===== src/rtl/core/dtw_pkg.sv =====
// shared types and constants for the dtw distance unit
`timescale 1ns / 1ps
`default_nettype none
package dtw_pkg;
  localparam int MaxLen = 32;
  localparam int IdxW = $clog2(MaxLen);
  localparam int CntW = IdxW + 1;
  localparam int PathLen = 2 * MaxLen - 1;
  localparam int PathW = $clog2(PathLen);
  localparam logic [23:0] Sat24 = 24'hFFFFFF;

  localparam logic [1:0] KIND_FIRST = 2'd0;
  localparam logic [1:0] KIND_SECOND = 2'd1;
  localparam logic [1:0] KIND_COMPUTE = 2'd2;

  localparam logic [1:0] MK_START = 2'd0;
  localparam logic [1:0] MK_LEFT = 2'd1;
  localparam logic [1:0] MK_UP = 2'd2;
  localparam logic [1:0] MK_DIAG = 2'd3;

  localparam logic [1:0] ST_OK = 2'd0;
  localparam logic [1:0] ST_EMPTY = 2'd1;
  localparam logic [1:0] ST_OVF = 2'd2;

  typedef struct packed {
    logic [1:0] kind;
    logic signed [15:0] coord_x;
    logic signed [15:0] coord_y;
  } in_item_t;

  typedef struct packed {
    logic result_kind;
    logic [4:0] index_first;
    logic [4:0] index_second;
    logic [23:0] distance;
    logic [1:0] status;
    logic last;
  } out_item_t;

  typedef enum logic [3:0] {
    S_IDLE, S_RD, S_SQ, S_SQRT, S_ACC, S_BT_RD, S_BT, S_EMIT, S_FINAL
  } state_t;

  // request to the square root unit and its answer
  typedef struct packed {
    logic start;
    logic [32:0] value;
  } sqrt_req_t;

  typedef struct packed {
    logic done;
    logic [16:0] root;
  } sqrt_rsp_t;
endpackage
`default_nettype wire


===== src/rtl/core/dtw_isqrt.sv =====
// bit-pair serial floor integer square root, two result bits per cycle
`timescale 1ns / 1ps
`default_nettype none
module dtw_isqrt import dtw_pkg::*; (
  input  wire logic      clk,
  input  wire logic      rst_n,
  input  sqrt_req_t      req,
  output sqrt_rsp_t      rsp
);
  logic [33:0] rem_r, rem_nxt;
  logic [33:0] root_r, root_nxt;
  logic [33:0] bit_r, bit_nxt;
  logic        busy_r, busy_nxt;
  logic        done_r, done_nxt;

  // each cycle runs two steps of the classic bit-pair recurrence
  always_comb begin
    logic [33:0] rm, rt, bt;
    rm = rem_r;
    rt = root_r;
    bt = bit_r;
    busy_nxt = busy_r;
    done_nxt = 1'b0;
    if (req.start) begin
      rm = {1'b0, req.value};
      rt = '0;
      bt = 34'h1 << 32;
      busy_nxt = 1'b1;
    end else if (busy_r) begin
      for (int s = 0; s < 2; s++) begin
        if (bt != '0) begin
          if (rm >= rt + bt) begin
            rm = rm - (rt + bt);
            rt = (rt >> 1) + bt;
          end else begin
            rt = rt >> 1;
          end
          bt = bt >> 2;
        end
      end
      if (bt == '0) begin
        busy_nxt = 1'b0;
        done_nxt = 1'b1;
      end
    end
    rem_nxt = rm;
    root_nxt = rt;
    bit_nxt = bt;
  end

  always_ff @(posedge clk) begin
    if (!rst_n) begin
      busy_r <= 1'b0;
      done_r <= 1'b0;
    end else begin
      busy_r <= busy_nxt;
      done_r <= done_nxt;
    end
    rem_r <= rem_nxt;
    root_r <= root_nxt;
    bit_r <= bit_nxt;
  end

  assign rsp.done = done_r;
  assign rsp.root = root_r[16:0];
endmodule
`default_nettype wire


===== config.mk =====
export PLATFORM = sky130hd
export DESIGN_NAME = dtw_isqrt
export DESIGN_NICKNAME = d
export VERILOG_FILES = /design/src/rtl/core/dtw_pkg.sv /design/src/rtl/core/dtw_isqrt.sv
export SDC_FILE = /design/constraint.sdc
export NUM_CORES = 1
export LEC_CHECK = 0
export BUFFER_PORTS_ARGS = -buffer_cell sky130_fd_sc_hd__buf_2
export CORE_MARGIN = 1.5
export CORE_UTILIZATION = 42
export CTS_BUF_LIST = sky130_fd_sc_hd__clkbuf_8
export CTS_CLUSTER_SIZE = 24
export DETAILED_ROUTE_END_ITERATION = 7
export GPL_TIMING_DRIVEN = 0
export HOLD_SLACK_MARGIN = 0.03
export PLACE_DENSITY_LB_ADDON = 0.3
export SLEW_MARGIN = 20
export SYNTH_ARGS = -nofsm -noshare
export SYNTH_HDL_FRONTEND = slang
export SYNTH_SLANG_ARGS = --single-unit

===== constraint.sdc =====
create_clock -name clk -period 18.7 [get_ports clk]
set_input_delay 3.74 -clock clk [delete_from_list [all_inputs] [get_ports clk]]
set_output_delay 3.74 -clock clk [all_outputs]
set_load 0.01 [all_outputs]

# --- Yosys cells after proc, flatten, opt, wreduce, memory -nomap -nowiden ---
# Cells that the tools add are included.
classes:
  addsub: 6
  muxes: 24
  bitwise: 2
  reduce_logical: 5
  n_lt_le_gt_ge: 2
op_table:
  columns: ["op", "count"]
  rows:
  - ["34-bit two-way mux", 18]
  - ["33-bit by 34-bit adder with 34-bit output", 2]
  - ["34-bit adder", 2]
  - ["34-bit greater-or-equal comparator", 2]
  - ["34-bit nonzero test", 2]
  - ["34-bit subtractor", 2]
  - ["33-bit two-way mux", 2]
  - ["34-bit logical NOT", 1]
  - ["1-bit two-way mux", 4]
  - ["3-bit OR reduction", 1]
  - ["1-bit inverter", 2]
  - ["2-bit nonzero test", 1]
totals:
  register_bits: 104
  out_inout_bits: 18

# --- Depth between registers and ports, before layout ---
depth:
  word_depth: 12
  depth_mapped: 50

# --- Worst setup path after synthesis ---
# No wires, ideal clock.
synth_path:
  kind: "reg-to-reg"
  from: "register bit_r[1]"
  to: "register rem_r[2], data pin"
  synth_period_minus_slack_ps: 9840
  setup_slack_ps: 8860
  arrival_ps: 9569
  path_stages_with_launch: 48
  path_buffers: 4
  setup_time_ps: 270
  cell_sequence: "dfxtp_1 > ha_1 > a211o_1 > a2111oi_2 > o31ai_1 > o31ai_2 > o22ai_1 > a31oi_1 > o211ai_1 > a31o_2 > a21oi_1 > xor2_1 > ha_1 > nand4_1 > nor4b_1 > a21bo_2 > a21o_1 > a21o_1 > [12 not listed] > o31a_1 > o311a_1 > o211ai_1 > and2_1 > xnor2_1 > ha_1 > a21o_1 > a211o_1 > a21oi_1 > o21a_1 > o21ai_0 > or2_2 > nand2_1 > buf_2 > buf_1 > nor2_1 > a211oi_1 > a21oi_1"
synth_via:
  elab_chain_cells: 12
  elab_cells_between_ends: 24
  cone_classes: "5 x add/sub; 2 x order compare; 15 x mux; 2 x reduce/logical"
synth_lines:
  columns: ["element", "line", "source"]
  rows:
  - ["from (decl)", "dtw_isqrt.sv:12", "logic [33:0] bit_r, bit_nxt;"]
  - ["from (signal assigned)", "dtw_isqrt.sv:61", "bit_r <= bit_nxt;"]
  - ["34-bit adder", "dtw_isqrt.sv:32, dtw_isqrt.sv:33", null]
  - ["34-bit greater-or-equal comparator", "dtw_isqrt.sv:32", "if (rm >= rt + bt) begin"]
  - ["34-bit two-way mux", "dtw_isqrt.sv:32", null]
  - ["34-bit two-way mux", "dtw_isqrt.sv:31", "if (bt != '0) begin"]
  - ["34-bit two-way mux", "dtw_isqrt.sv:29", "end else if (busy_r) begin"]
  - ["34-bit two-way mux", "dtw_isqrt.sv:24", "if (req.start) begin"]
  - ["34-bit adder", "dtw_isqrt.sv:32, dtw_isqrt.sv:33", null]
  - ["34-bit subtractor or 34-bit greater-or-equal comparator (tied branches)", "dtw_isqrt.sv:33, dtw_isqrt.sv:32", null]
  - ["34-bit two-way mux", "dtw_isqrt.sv:32", null]
  - ["34-bit two-way mux (*)", "dtw_isqrt.sv:31", null]
  - ["33-bit two-way mux (*)", "dtw_isqrt.sv:29", null]
  - ["33-bit two-way mux (*)", "dtw_isqrt.sv:24", null]
  - ["via rem_nxt[2]", "dtw_isqrt.sv:10", "logic [33:0] rem_r, rem_nxt;"]
  - ["to (signal assigned)", "dtw_isqrt.sv:59", "rem_r <= rem_nxt;"]
  - ["to (decl)", "dtw_isqrt.sv:10", null]
# Mark *: on every way through the listed nets, which the timed path passes. The rest lies on a longest branch. The select of a mux whose other input is x is not followed.
# A chain may end at the register's enable or synchronous reset.

# --- Worst setup path in the final report ---
layout_path:
  from: "register bit_r[0]"
  to: "register rem_r[20], data pin"
# The elaborated chain is that of the path after synthesis.

==> results.cfg <==
[grt]
grt_pass1_wl_um = 91900
grt_max_degree = 31
overflow = 0
antenna_found_initial = 0
first_global_vias = 15700
gr-usage-all-layers_pct = 29.7

[logic_synthesis]
synth_cell_types = 91
synth_ff_type = dfxtp_1
synth-seq-cells = 104
synthCells = 2167
synth_edf_count = 33
async_flop_share_pct = 0
seq_area_frac_synth_pct = 14.8
synthesis.area_mm2 = 0.0163
avgSynthCellArea_um2 = 7.54
yosys_warnings = 0

[timing]
relSlewSlack_pct = 17.1
clock.fmax_mhz = 70.3
skew_ps = 32.5
setup_viol = 0
hold_viol = 0
setup_tns_ps = 0
finalMaxSlewViolations = 0
rsz0062_at_grt = no
period_needed_ps = 14230
fin_hold_ws_ps = 495
period_share_pct = 76.1
setup_slack_ps = 4470
worst_slew_pin_slew_ps = 1240

[layout]
fin_area_mm2 = 0.0175
antennaDiodeCount = 0
drive_gt1_share_pct = 7.64
syn2layout_area_growth_pct = 7.00
nNetsFinal = 2475

[setup_path]
cp-end-kind = flip-flop
slowest_delay_ps = 1010
critPathRequiredTime_ps = 18960
worstPathMaxFanout = 10
crit_type = flip-flop to flip-flop
crit_arrival_ps = 14490
cp-start-kind = flip-flop
slowest_stage = nor4_1
cpMostUsedCell = nand3_1

[placed_design]
placed_area_mm2 = 0.0173
port_buffers = 53
dp_hpwl_um = 49100
gp_congestion = 0.974
pre_cts_ws_ps = 4880

[routing]
routedWlPerCell_um = 22.2
routed_wl_um = 61100
initialDrtViolationCount = 1635
first_pass_iters = 6
ant_nets = 0
drc_errors = 0
routed_via_density = 6.23
vias = 17200

[clock_network]
clk_path_buf_depth = 2
cts.sinks = 104
ctsResizeCount = 0
clock-root-buffer = clkbuf_8
clk_pin_slew_ps = 140
postCtsHoldBufs = 0
insertion_delay_ps = 450
postCtsSetupBuffers = 0
cts_made_buffers = 9
tritoncts = built
htreeDepth = 3

[floorplan]
ios = 54
fp.dieH_um = 200
coreArea_mm2 = 0.0385
die-area_mm2 = 0.0401
start_util_pct = 42.5
row_count = 72
die_w_um = 200

[run]
cap_violations = 0

[worst_hold_path]
hp-class = flip-flop to flip-flop

[run_status]
status = finished, final reports clean
-- cell usage after synthesis (39+ instances only) --
cell type  number  area, um^2
nor2_1        212         796
ha_1          200        2500
a21oi_1       193         966
nand2_1       186         698
o21ai_0       154         771
a21o_1        101         758
clkbuf_1       88         330
xnor2_1        87         762
dfxtp_1        71        1420
xor2_1         71         622
inv_1          63         236
mux2i_1        57         571
o21a_1         44         330
nand3_1        39         195
-- area by class of cell --
cell class | instances | area, um^2
Multi-Input combinational cell | 1867 | 13100
Inverter | 64 | 240
Clock buffer | 9 | 124
Tap cell | 518 | 648
Fill cell | 3969 | 21000
Timing Repair Buffer | 54 | 285
Clock inverter | 7 | 80.1
Buffer | 133 | 611
Sequential cell | 104 | 2410
-- layout by cell type (no fill, tap or decap), types with 65 or more instances in the layout --
master    count
xor2_1       71
ha_1        200
nor2_1      212
clkbuf_1     86
dfxtp_1      71
buf_2        65
a21o_1      101
nand2_1     186
xnor2_1      87
a21oi_1     193
o21ai_0     154
-- sequential cells by signal, summed over array words and instances, names as in the netlist --
name,cells
bit_r,34
busy_r,1
done_r,1
rem_r,34
root_r,34
-- through the flow --
| step | std cells | util [%] |
|---|---|---|
| floorplan | 2168 | - |
| finish | 2756 | 45.4 |
| global placement | 2739 | 44.8 |
| CTS | 2756 | 45.4 |
| detailed placement | 2740 | 44.9 |
| global route | 2756 | 45.4 |
-- worst max-delay path: cells and delay by family (launching register included) --
kind	cells	cell delay [ps]
AOI/OAI and AO/OA	21	5790
and+or+nand+nor	13	3840
adders and majority gates	6	2100
buffers and inverters	4	1460
DFF	1	430
xor gates and xnor gates	2	410
-- logic make-up (layout without fill, tap and decap cells) --
kind of cell / after synthesis / in the layout / share of synthesized area, %
AO/OA/AOI/OAI: 770 / 770 / 31.6
AND/OR/NAND/NOR: 650 / 650 / 18.7
adder cells (fa/ha/maj): 206 / 206 / 16.1
buffers and inverters: 197 / 267 / 5.19
XOR/XNOR: 158 / 158 / 8.47
flip-flops: 104 / 104 / 14.8
multiplexers: 81 / 81 / 5.19
other: 1 / 2 / 0.0230
-- final timing paths --
kind	from	endpoint	slack, ps	cells after the start
setup / recovery	bit_r[0]	rem_r[20]	4470	46
hold / removal	rem_r[33]	rem_r[33]	490	2
setup reg to reg	bit_r[0]	rem_r[20]	4470	46
hold reg to reg	rem_r[33]	rem_r[33]	490	2
-- per-layer routing --
layer  global-route usage [%]  vias up  routed length [um]
met5                        0        -                   0
met1                     39.6     8163               26800
met3                     3.95      109                4490
met4                     11.0        0                2030
li1                         -     8174                   -
met2                     48.7      729               27800
Power is left out: the tool's default activity adds up to more than one toggle a clock period on the data nets, which glitch-free logic cannot reach.
